## src/rtl/mse_pkg.sv

```systemverilog
`timescale 1ns / 1ps
`default_nettype none
// ----------------------------------------------------------------------------
// mse_pkg
// Shared types, sizes and helpers of the merge sort engine.
// ----------------------------------------------------------------------------
package mse_pkg;

   localparam int MAX_ITEMS  = 32;
   localparam int DATA_WIDTH = 32;

   // buffer index, element count (holds MAX_ITEMS itself) and headroom for sums
   localparam int IDX_W = $clog2(MAX_ITEMS);
   localparam int CNT_W = $clog2(MAX_ITEMS + 1);
   localparam int EXT_W = CNT_W + 2;

   typedef struct packed {
      logic signed [DATA_WIDTH-1:0] value;
      logic                         last_in;
   } req_type;

   typedef struct packed {
      logic signed [DATA_WIDTH-1:0] sorted_value;
      logic                         last_out;
      logic                         overflowed;
   } rsp_type;

   typedef enum logic [2:0] {
      ST_LOAD,
      ST_PREP,
      ST_READ,
      ST_MERGE,
      ST_EMIT,
      ST_FLUSH
   } state_type;

   typedef struct packed {
      logic load;
      logic sort_init;
      logic merge;
      logic emit;
      logic clear;
   } cmd_type;

   typedef struct packed {
      logic sort_needed;
      logic merge_done;
      logic emit_final;
   } status_type;

   // smaller of a widened position and the element count
   function automatic logic [CNT_W-1:0] clip_to_count(input logic [EXT_W-1:0] x,
                                                      input logic [CNT_W-1:0] n);
      logic [EXT_W-1:0] n_ext;
      n_ext = {{(EXT_W-CNT_W){1'b0}}, n};
      return (x > n_ext) ? n : x[CNT_W-1:0];
   endfunction

endpackage
`default_nettype wire

```

## src/rtl/mse_ram.sv

```systemverilog
`timescale 1ns / 1ps
`default_nettype none
// ----------------------------------------------------------------------------
// mse_ram
// Generic RAM, one write port and two registered read ports.
// ----------------------------------------------------------------------------
module mse_ram #(
   parameter int WIDTH = 32,
   parameter int DEPTH = 32
) (
   input  wire logic                     clock,
   input  wire logic                     wr_en,
   input  wire logic [$clog2(DEPTH)-1:0] wr_addr,
   input  wire logic [WIDTH-1:0]         wr_data,
   input  wire logic [$clog2(DEPTH)-1:0] rd_addr_a,
   input  wire logic [$clog2(DEPTH)-1:0] rd_addr_b,
   output logic      [WIDTH-1:0]         rd_data_a,
   output logic      [WIDTH-1:0]         rd_data_b
);

   logic [WIDTH-1:0] mem [DEPTH];

   always_ff @(posedge clock) begin
      if (wr_en) begin
         mem[wr_addr] <= wr_data;
      end
      rd_data_a <= mem[rd_addr_a];
      rd_data_b <= mem[rd_addr_b];
   end

endmodule
`default_nettype wire

```

## src/rtl/mse_ctrl.sv

```systemverilog
`timescale 1ns / 1ps
`default_nettype none
// ----------------------------------------------------------------------------
// mse_ctrl
// Sequencer: load, merge passes (read then merge per element), emission.
// ----------------------------------------------------------------------------
module mse_ctrl (
   input  wire logic               clock,
   input  wire logic               reset,
   input  wire logic               start,
   input  wire logic               last_in,
   input  wire mse_pkg::status_type status,
   output logic                    busy,
   output mse_pkg::cmd_type        cmd
);

   mse_pkg::state_type state_ff, state_in;

   always_ff @(posedge clock) begin
      if (reset) begin
         state_ff <= mse_pkg::ST_LOAD;
      end else begin
         state_ff <= state_in;
      end
   end

   always_comb begin
      state_in = state_ff;
      cmd      = '0;
      busy     = 1'b1;
      case (state_ff)
         mse_pkg::ST_LOAD: begin
            busy = 1'b0;
            if (start) begin
               cmd.load = 1'b1;
               if (last_in) begin
                  state_in = mse_pkg::ST_PREP;
               end
            end
         end
         mse_pkg::ST_PREP: begin
            cmd.sort_init = 1'b1;
            state_in = status.sort_needed ? mse_pkg::ST_READ : mse_pkg::ST_EMIT;
         end
         mse_pkg::ST_READ: begin
            state_in = mse_pkg::ST_MERGE;
         end
         mse_pkg::ST_MERGE: begin
            cmd.merge = 1'b1;
            state_in = status.merge_done ? mse_pkg::ST_EMIT : mse_pkg::ST_READ;
         end
         mse_pkg::ST_EMIT: begin
            cmd.emit = 1'b1;
            if (status.emit_final) begin
               state_in = mse_pkg::ST_FLUSH;
            end
         end
         mse_pkg::ST_FLUSH: begin
            // final item leaves this cycle
            cmd.clear = 1'b1;
            state_in  = mse_pkg::ST_LOAD;
         end
         default: begin
            state_in = mse_pkg::ST_LOAD;
         end
      endcase
   end

endmodule
`default_nettype wire

```

## src/rtl/mse_datapath.sv

```systemverilog
`timescale 1ns / 1ps
`default_nettype none
// ----------------------------------------------------------------------------
// mse_datapath
// Ping-pong buffers, run pointers and the compare-and-select merge step.
// ----------------------------------------------------------------------------
module mse_datapath (
   input  wire logic               clock,
   input  wire logic               reset,
   input  wire mse_pkg::cmd_type   cmd,
   input  wire mse_pkg::req_type   req_data,
   output mse_pkg::status_type     status,
   output logic                    rsp_valid,
   output mse_pkg::rsp_type        rsp_data
);

   localparam int IDX_W = mse_pkg::IDX_W;
   localparam int CNT_W = mse_pkg::CNT_W;
   localparam int EXT_W = mse_pkg::EXT_W;
   localparam int DW    = mse_pkg::DATA_WIDTH;

   logic [CNT_W-1:0] count_ff, count_in;
   logic [CNT_W-1:0] w_ff, w_in;
   logic [CNT_W-1:0] a_ff, a_in;
   logic [CNT_W-1:0] b_ff, b_in;
   logic [CNT_W-1:0] k_ff, k_in;
   logic [CNT_W-1:0] mid_ff, mid_in;
   logic [CNT_W-1:0] hi_ff, hi_in;
   logic             src_ff, src_in;
   logic             ovf_ff, ovf_in;
   logic             emit_v_ff, emit_v_in;
   logic             emit_last_ff, emit_last_in;

   logic             wr0_en, wr1_en;
   logic [IDX_W-1:0] wr0_addr;
   logic [DW-1:0]    wr0_data;
   logic [IDX_W-1:0] rd_addr_a, rd_addr_b;
   logic [DW-1:0]    rd0_a, rd0_b, rd1_a, rd1_b;

   logic signed [DW-1:0] head_a, head_b, merge_data;
   logic                 take_a;
   logic [CNT_W-1:0]     k_next;
   logic [EXT_W-1:0]     w2, w4, seg_mid, seg_hi, n_ext;
   logic                 pass_end;
   logic                 buf_full;

   always_comb begin
      n_ext     = {{(EXT_W-CNT_W){1'b0}}, count_ff};
      head_a    = src_ff ? rd1_a : rd0_a;
      head_b    = src_ff ? rd1_b : rd0_b;
      // equal heads: right run goes first
      take_a    = (a_ff < mid_ff) && ((b_ff >= hi_ff) || (head_a < head_b));
      merge_data = take_a ? head_a : head_b;
      k_next    = k_ff + 1'b1;
      w2        = {{(EXT_W-CNT_W){1'b0}}, w_ff} << 1;
      w4        = w2 << 1;
      seg_mid   = {{(EXT_W-CNT_W){1'b0}}, hi_ff} + {{(EXT_W-CNT_W){1'b0}}, w_ff};
      seg_hi    = {{(EXT_W-CNT_W){1'b0}}, hi_ff} + w2;
      pass_end  = (k_next == hi_ff) && (hi_ff == count_ff);
      buf_full  = (count_ff == CNT_W'(mse_pkg::MAX_ITEMS));

      status.sort_needed = (count_ff > CNT_W'(1));
      status.merge_done  = pass_end && (w2 >= n_ext);
      status.emit_final  = (k_next == count_ff);
   end

   always_comb begin
      count_in     = count_ff;
      ovf_in       = ovf_ff;
      w_in         = w_ff;
      a_in         = a_ff;
      b_in         = b_ff;
      k_in         = k_ff;
      mid_in       = mid_ff;
      hi_in        = hi_ff;
      src_in       = src_ff;
      emit_v_in    = 1'b0;
      emit_last_in = emit_last_ff;

      if (cmd.load) begin
         if (buf_full) begin
            ovf_in = 1'b1;
         end else begin
            count_in = count_ff + 1'b1;
         end
      end

      if (cmd.sort_init) begin
         w_in   = CNT_W'(1);
         src_in = 1'b0;
         a_in   = '0;
         k_in   = '0;
         mid_in = mse_pkg::clip_to_count(EXT_W'(1), count_ff);
         b_in   = mse_pkg::clip_to_count(EXT_W'(1), count_ff);
         hi_in  = mse_pkg::clip_to_count(EXT_W'(2), count_ff);
      end

      if (cmd.merge) begin
         a_in = take_a ? a_ff + 1'b1 : a_ff;
         b_in = take_a ? b_ff : b_ff + 1'b1;
         k_in = k_next;
         if (pass_end) begin
            // next pass reads what this one wrote
            w_in   = w2[CNT_W-1:0];
            src_in = ~src_ff;
            a_in   = '0;
            k_in   = '0;
            mid_in = mse_pkg::clip_to_count(w2, count_ff);
            b_in   = mse_pkg::clip_to_count(w2, count_ff);
            hi_in  = mse_pkg::clip_to_count(w4, count_ff);
         end else if (k_next == hi_ff) begin
            a_in   = hi_ff;
            mid_in = mse_pkg::clip_to_count(seg_mid, count_ff);
            b_in   = mse_pkg::clip_to_count(seg_mid, count_ff);
            hi_in  = mse_pkg::clip_to_count(seg_hi, count_ff);
         end
      end

      if (cmd.emit) begin
         k_in         = k_next;
         emit_v_in    = 1'b1;
         emit_last_in = status.emit_final;
      end

      if (cmd.clear) begin
         count_in = '0;
         ovf_in   = 1'b0;
      end
   end

   always_ff @(posedge clock) begin
      if (reset) begin
         count_ff  <= '0;
         ovf_ff    <= 1'b0;
         emit_v_ff <= 1'b0;
      end else begin
         count_ff  <= count_in;
         ovf_ff    <= ovf_in;
         emit_v_ff <= emit_v_in;
      end
   end

   always_ff @(posedge clock) begin
      w_ff         <= w_in;
      a_ff         <= a_in;
      b_ff         <= b_in;
      k_ff         <= k_in;
      mid_ff       <= mid_in;
      hi_ff        <= hi_in;
      src_ff       <= src_in;
      emit_last_ff <= emit_last_in;
   end

   always_comb begin
      rd_addr_a = cmd.emit ? k_ff[IDX_W-1:0] : a_ff[IDX_W-1:0];
      rd_addr_b = b_ff[IDX_W-1:0];
      wr0_en    = (cmd.load && !buf_full) || (cmd.merge && src_ff);
      wr0_addr  = cmd.load ? count_ff[IDX_W-1:0] : k_ff[IDX_W-1:0];
      wr0_data  = cmd.load ? req_data.value : merge_data;
      wr1_en    = cmd.merge && !src_ff;
   end

   mse_ram #(
      .WIDTH (DW),
      .DEPTH (mse_pkg::MAX_ITEMS)
   ) u_ram_data (
      .clock     (clock),
      .wr_en     (wr0_en),
      .wr_addr   (wr0_addr),
      .wr_data   (wr0_data),
      .rd_addr_a (rd_addr_a),
      .rd_addr_b (rd_addr_b),
      .rd_data_a (rd0_a),
      .rd_data_b (rd0_b)
   );

   mse_ram #(
      .WIDTH (DW),
      .DEPTH (mse_pkg::MAX_ITEMS)
   ) u_ram_scratch (
      .clock     (clock),
      .wr_en     (wr1_en),
      .wr_addr   (k_ff[IDX_W-1:0]),
      .wr_data   (merge_data),
      .rd_addr_a (rd_addr_a),
      .rd_addr_b (rd_addr_b),
      .rd_data_a (rd1_a),
      .rd_data_b (rd1_b)
   );

   always_comb begin
      rsp_valid             = emit_v_ff;
      rsp_data.sorted_value = head_a;
      rsp_data.last_out     = emit_last_ff;
      rsp_data.overflowed   = ovf_ff;
   end

endmodule
`default_nettype wire

```

## src/rtl/merge_sort_engine_unit.sv

```systemverilog
`timescale 1ns / 1ps
`default_nettype none
// ----------------------------------------------------------------------------
// merge_sort_engine_unit
// Block sorter: collects signed elements, merge sorts them, emits ascending.
// ----------------------------------------------------------------------------
// usage:
//  - an item (req_data) is taken on a clock edge with start high and busy low;
//    last_in closes the block. up to MAX_ITEMS elements are kept, later ones
//    are dropped and every result of that block shows overflowed
//  - a non-final item is taken and busy stays low
//  - after the final item busy rises: a set-up state, then bottom-up merge
//    passes, ceil(log2 n) of them; for each element a pass does a registered
//    read of both run heads from the buffer ram, then a compare and write
//  - results follow, one per cycle on rsp_valid/rsp_data, last_out on the
//    final one; busy falls after the final result
//  - results cannot be held off: each is shown for exactly one cycle
//  - synchronous reset empties the block and returns to loading; buffer
//    contents are not cleared and need not be
// ----------------------------------------------------------------------------
module merge_sort_engine_unit (
   input  wire logic             clock,
   input  wire logic             reset,
   input  wire logic             start,
   output logic                  busy,
   input  wire mse_pkg::req_type req_data,
   output logic                  rsp_valid,
   output mse_pkg::rsp_type      rsp_data
);

   mse_pkg::cmd_type    cmd;
   mse_pkg::status_type status;

   mse_ctrl u_ctrl (
      .clock   (clock),
      .reset   (reset),
      .start   (start),
      .last_in (req_data.last_in),
      .status  (status),
      .busy    (busy),
      .cmd     (cmd)
   );

   mse_datapath u_datapath (
      .clock     (clock),
      .reset     (reset),
      .cmd       (cmd),
      .req_data  (req_data),
      .status    (status),
      .rsp_valid (rsp_valid),
      .rsp_data  (rsp_data)
   );

endmodule
`default_nettype wire

```

## config.mk

```make
export PLATFORM = sky130hd
export DESIGN_NAME = merge_sort_engine_unit
export DESIGN_NICKNAME = d
export VERILOG_FILES = /design/src/rtl/mse_pkg.sv /design/src/rtl/mse_ram.sv /design/src/rtl/mse_ctrl.sv /design/src/rtl/mse_datapath.sv /design/src/rtl/merge_sort_engine_unit.sv
export SDC_FILE = /design/constraint.sdc
export NUM_CORES = 2
export LEC_CHECK = 0
export BUFFER_PORTS_ARGS = -buffer_cell sky130_fd_sc_hd__buf_2
export CORE_MARGIN = 2
export CORE_UTILIZATION = 25
export DETAILED_ROUTE_END_ITERATION = 6
export HOLD_SLACK_MARGIN = 0.03
export PLACE_DENSITY = 0.45
export SLEW_MARGIN = 10
export SYNTH_ARGS = -nofsm -noshare
export SYNTH_HDL_FRONTEND = slang
export SYNTH_HIERARCHICAL = 1
export SYNTH_SLANG_ARGS = --single-unit
```

## constraint.sdc

```tcl
create_clock -name clock -period 6.99 [get_ports clock]
set_input_delay 0.699 -clock clock [delete_from_list [all_inputs] [get_ports clock]]
set_output_delay 0.699 -clock clock [all_outputs]
set_load 0.01 [all_outputs]
```

==> Yosys cells after proc, flatten, opt, wreduce, memory -nomap -nowiden <==
Memories as Yosys holds them, arrays and structs flattened. A register that Yosys moved wholly into a read port is not among the register bits.
Cells that the tools add are included.
{ "totals": {"register_bits": 49, "ram_bits": 2048, "inputBits": 36, "out_inout_bits": 36, "mem_count": 2} }
{ "classes": {"add_sub_neg": 6, "magnitude_cmp": 11, "eq_ne": 14, "muxes": 57, "bitwise_logic": 2, "reduce_logical": 19} }
{ "mem_list": {"columns": ["name", "words", "width", "read_ports", "rd_ports_with_merged_regs", "wr", "line_no", "text"], "rows": [
  ["u_datapath.u_ram_data.mem", 32, 32, 2, 2, 1, "mse_ram.sv:21", "logic [WIDTH-1:0] mem [DEPTH];"],
  ["u_datapath.u_ram_scratch.mem", 32, 32, 2, 2, 1, "mse_ram.sv:21", null]
]} }
{ "ops": {"columns": ["operator", "count"], "rows": [
  ["$mux W6", 30],
  ["$mux W32", 4],
  ["$lt A32 B32 Y1", 1],
  ["$add A6 B1 Y6 const B", 4],
  ["$gt A8 B6 Y1", 3],
  ["$eq A6 B6 Y1", 3],
  ["$mux W1", 15],
  ["$mux W3", 5],
  ["$pmux W3 S5", 1],
  ["$mux W5", 2],
  ["$add A6 B7 Y8", 1],
  ["$ne A4 B4 Y1 const B", 2],
  ["$reduce_and A2 Y1", 4],
  ["$add A6 B6 Y7", 1],
  ["$ge A7 B6 Y1", 1],
  ["$gt A7 B6 Y1", 1],
  ["$eq A3 B2 Y1 const B", 2],
  ["$eq A3 B3 Y1 const B", 2],
  ["$eq A6 B6 Y1 const B", 1],
  ["$ge A6 B6 Y1", 1],
  ["$gt A1 B6 Y1 const A", 1],
  ["$gt A2 B6 Y1 const A", 1],
  ["$gt A6 B1 Y1 const B", 1],
  ["$logic_and A1 B1 Y1", 6],
  ["11 further kinds", 16]
]} }

==> Depth between registers and ports, before layout <==
{ "depth": {"word_depth": 8, "mapped_depth": 15, "ltp_nobuf": 14} }

==> By module <==
Netlist, hierarchy kept.
{ "by_module_without_submodules": {"columns": ["mod", "n_inst", "cells_each", "area_per_inst_um2"], "rows": [
  ["mse_ram", 2, 3450, 50070.5],
  ["mse_datapath", 1, 762, 6102.1],
  ["mse_ctrl", 1, 24, 244.0]
]} }

==> Least setup slack after synthesis <==
OpenSTA, ideal clock, no wires.
{ "synth_timing": {"kind": "flip-flop to flip-flop", "from": "reg u_datapath.src_ff", "to": "mem u_datapath.u_ram_data.mem[0][10], data pin", "t_arrival_ns": 4.763, "required_ns": 6.523, "setup_slack_ns": 1.760, "stages_incl_launch_ff": 16, "n_path_buf": 5, "cell_sequence": "dfxtp_1 > buf_2 > clkbuf_1 > clkbuf_1 > mux2i_1 > ha_1 > a211oi_2 > o211ai_1 > o221ai_1 > o2111ai_1 > o211a_1 > or3_4 > buf_6 > buf_2 > and2_1 > o31ai_1"} }
{ "synth_between": {"elab_chain_len": 6} }
{ "synth_lines": {"columns": ["item", "line_no", "text"], "rows": [
  ["start: declaration", "mse_datapath.sv:29", "logic src_ff, src_in;"],
  ["start signal: assignment", "mse_datapath.sv:150", "src_ff <= src_in;"],
  ["$mux W32, on equally long branches", "mse_datapath.sv:49, mse_datapath.sv:50", null],
  ["$lt A32 B32 Y1", "mse_datapath.sv:52", "take_a = (a_ff < mid_ff) && ((b_ff >= hi_ff) || (head_a < head_b));"],
  ["$logic_or A1 B1 Y1", "mse_datapath.sv:52", null],
  ["$logic_and A1 B1 Y1", "mse_datapath.sv:52", null],
  ["$mux W32 (*)", "mse_datapath.sv:53", "merge_data = take_a ? head_a : head_b;"],
  ["$mux W32 (*)", "mse_datapath.sv:159", "wr0_data = cmd.load ? req_data.value : merge_data;"],
  ["net u_datapath.wr0_data[10]", "mse_datapath.sv:36", "logic [DW-1:0] wr0_data;"],
  ["end: declaration", "mse_ram.sv:21", null]
]} }
Mark *: on every way through the listed nets, which the timed path passes. The rest lies on a longest branch.

==> Worst setup path in the final report <==
{ "layout_timing": {"from": "reg u_datapath.src_ff", "to": "mem u_datapath.u_ram_data.mem[16][23], data pin"} }
Same word-level chain as after synthesis.

==> metrics.md <==
| Metric | Value |
|---|---|
| Worst Max-Slew Pin Slew | 1.34 ns |
| Switch share | 0.291 |
| Grt met2 use | 0.316 |
| Synth warn | 6 |
| Layout Nets | just under 8000 |
| Number of flops mapped to enable cells by yosys | 2068 |
| Cells after Synth | 7686 |
| Min Tclk post-route | 5.83 ns |
| Cell internal pwr | between 20000 and 30000 uW |
| Commonest cells after routing, fill and taps aside | 2087 x mux2i_1, 2068 x edfxtp_1, 467 x nand2_1, 427 x a21oi_1, 401 x nand3_1 |
| Area delta synth->final | 14.6% |
| Met1 Usage GRT | 0.219 |
| Initial antenna violation count | 26 |
| Sequential fraction of the synthesis area | 0.613 |
| Fillers | between 40000 and 50000 |
| Status | complete, no violations |
| Flop2flop setup slack | 1.16 ns |
| Switching power | 10300 uW |
| Synthesized cell area | 106000 um^2 |
| Flop pwr share | 0.452 |
| Io pins | 72 |
| Layout cells sized above 1 | 0.114 |
| First drt pass iteration count | 6 |
| Worst skew pair latency | 0.92 ns |
| Gp weighted congestion | ~0.87 |
| Core Region | 424000 um^2 |
| Root buf cell | clkbuf_16 |
| Grt met3 use | 0.0221 |
| Tot Pwr | 35600 uW |
| Max-cap violations | 0 |
| Site row count | ~240 |
| Residual DRC count | 0 |
| Largest net degree at the start of global routing | 114 |
| Max Slew Vio Count | 0 |
| Iteration-0 DRC Markers | roughly 6000 |
| Final setup margin | 1.16 ns |
| DRT Wirelength | roughly 400000 um |
| Post-synth ARST share | 0 |
| Syn nets | 7804 |
| DR vias/cell | about 5 |
| DIE WIDTH | 657 um |
| Port-buffer cells | 71 |
| Leakage Power | 0.0432 uW |
| Distinct cells, synth | 72 |
| GR Overflow Total | 0 |
| Avg Synthesized Cell Area | 13.9 um^2 |
| Vias in the first global route | 70070 |
| Worst-path fanout max | 47 |
| Kind of end point of the critical path | flop |
| Endpoints failing hold | 0 |
| Post-CTS sizing | 0 |
| Synthesis-stage register bit count | roughly 2200 |
| Final period utilization | 0.835 |
| Worst min-delay path category | input pin to flop |
| Die ar. | 431000 um^2 |
| Pre-CTS setup slack | 1.16 ns |
| Routed len/inst | 29.5 um |
| # setup viols final | 0 |
| Sink Count | roughly 2200 |
| Via count | roughly 69000 |
| CTS H-Tree Depth | 4 |
| Worst vdd ir | around 0.00022 V |
| Combinational share of power | 0.188 |
| Multi-input combinational cell area | around 39000 um^2 |
| Clock power share | 0.359 |
| Unrepaired setup endpoints after global routing | false |
| Initial core utilization | 0.251 |
| First-pass GRT wire length | 552000 um |
| Flip-flop and latch area | 65200 um^2 |
| GRT Util Overall | 0.178 |
| CP startpoint kind | flop |
| Kind of critical path | flop to flop |
| CP required | approximately 7.5 ns |
| Post-CTS Hold Buffers | 1 |
| Most used DFF post-synth | edfxtp_1 |
| Commonest non-fill, non-tap cell in the layout | mux2i_1 |
| Setup TNS | 0 ns |
| CTS tree | done |
| Clock transition at path regs | roughly 0.06 ns |
| Setup Fix Bufs, Post-CTS | 0 |
| Total CTS buffers | ~240 |
| Area leader, netlist | edfxtp_1 |
| Synth area leaders | edfxtp_1 58%, mux2i_1 20%, dfxtp_1 3.0%, a22oi_1 2.7%, a22o_1 2.1% |
| Yosys top cell area share | 0.583 |
| P per Cell Area | 291 nW/um^2 |
| GR peak layer | met2 |
| Critical Path AT | 6.36 ns |
| Setup Skew | 0.103 ns |
| Longest Clk Path Bufs | 4 |
| Max Fclk | 171 MHz |
| ANT nets after route | 0 |
| Dpl hpwl | 227000 um |
| Die height | ~660 um |
| Relative slew slack | 0.106 |
-- worst paths after layout --
kind,depth (start not counted),to,start
max reg2reg,11,u_datapath/u_ram_data/mem[16][23],u_datapath/src_ff
min,3,u_ctrl/state_ff[0],start
min reg2reg,2,u_datapath/mid_ff[5],u_datapath/mid_ff[5]
max,11,u_datapath/u_ram_data/mem[16][23],u_datapath/src_ff
-- critical path: stages, from the launching register on --
cell      delay (ns)
dfxtp_4         0.81
buf_4           0.31
mux2_2          0.37
ha_1            0.32
a21oi_1         0.28
o311ai_1        0.19
a21oi_1         0.50
o22ai_1         0.43
o211a_1         0.33
or3_4           0.57
and2_1          0.30
o31ai_4         0.96
-- final cells by class --
type                            instances  area share
Multi-Input combinational cell       4878       0.319
Inverter                               35     0.00108
Timing Repair Buffer                  338      0.0240
Antenna cell                            9    0.000184
Sequential cell                      2225       0.534
Clock inverter                        128      0.0104
Tap cell                             5663      0.0580
Clock buffer                          309      0.0530
-- metal layers --
metal / wire length, um / share of wire
met1: 164000 / 0.41
met2: 200000 / 0.50
met3: 19500 / 0.049
met4: 17200 / 0.043
met5: 27 / 0.000067
-- metrics by stage --
step / utilization / hold WS [ns] / cells / area (um^2)
after detailed placement: 0.270 / 0.464 / 13138 / 114000
after floorplan: - / 0.433 / 7686 / 106000
after CTS: 0.288 / 0.265 / 13576 / 122000
after global placement: 0.270 / 0.456 / 13138 / 114000
after global routing: 0.288 / 0.359 / 13576 / 122000
final: 0.288 / 0.340 / 13585 / 122000
-- sequential cells by signal, summed over array words and instances (netlist names), 32 cells and up --
signal	flops
u_datapath/u_ram_data/mem	1024
u_datapath/u_ram_data/rd_data_a	32
u_datapath/u_ram_data/rd_data_b	32
u_datapath/u_ram_scratch/mem	1024
u_datapath/u_ram_scratch/rd_data_a	32
u_datapath/u_ram_scratch/rd_data_b	32
-- power groups by stage --
stage | Sequential (uW) | Clock (uW) | Combinational, uW
2_1_floorplan | 16300 | 0 | 3830
3_3_place_gp | 16300 | 0 | 6630
3_5_place_dp | 16400 | 0 | 6670
4_1_cts | 16100 | 13100 | 6680
5_1_grt | 16100 | 13500 | 7070
6_report | 16100 | 12800 | 6700
-- cell families after synthesis --
logic type / synth area share
compound gates: 0.0839
flops: 0.613
mux: 0.201
fa+ha+maj: 0.00978
buf+inv: 0.0325
xor+xnor: 0.00368
simple gates: 0.0564
-- Yosys cell counts, types with 135 or more instances --
master,number
nor3_1,135
a22oi_1,384
nand2_1,471
a22o_1,258
mux2i_1,2087
clkbuf_1,203
nand3_1,401
a21oi_1,427
nor2_1,178
buf_2,145
dfxtp_1,157
edfxtp_1,2068
No activity file was read; power rests on OpenSTA's default activity.
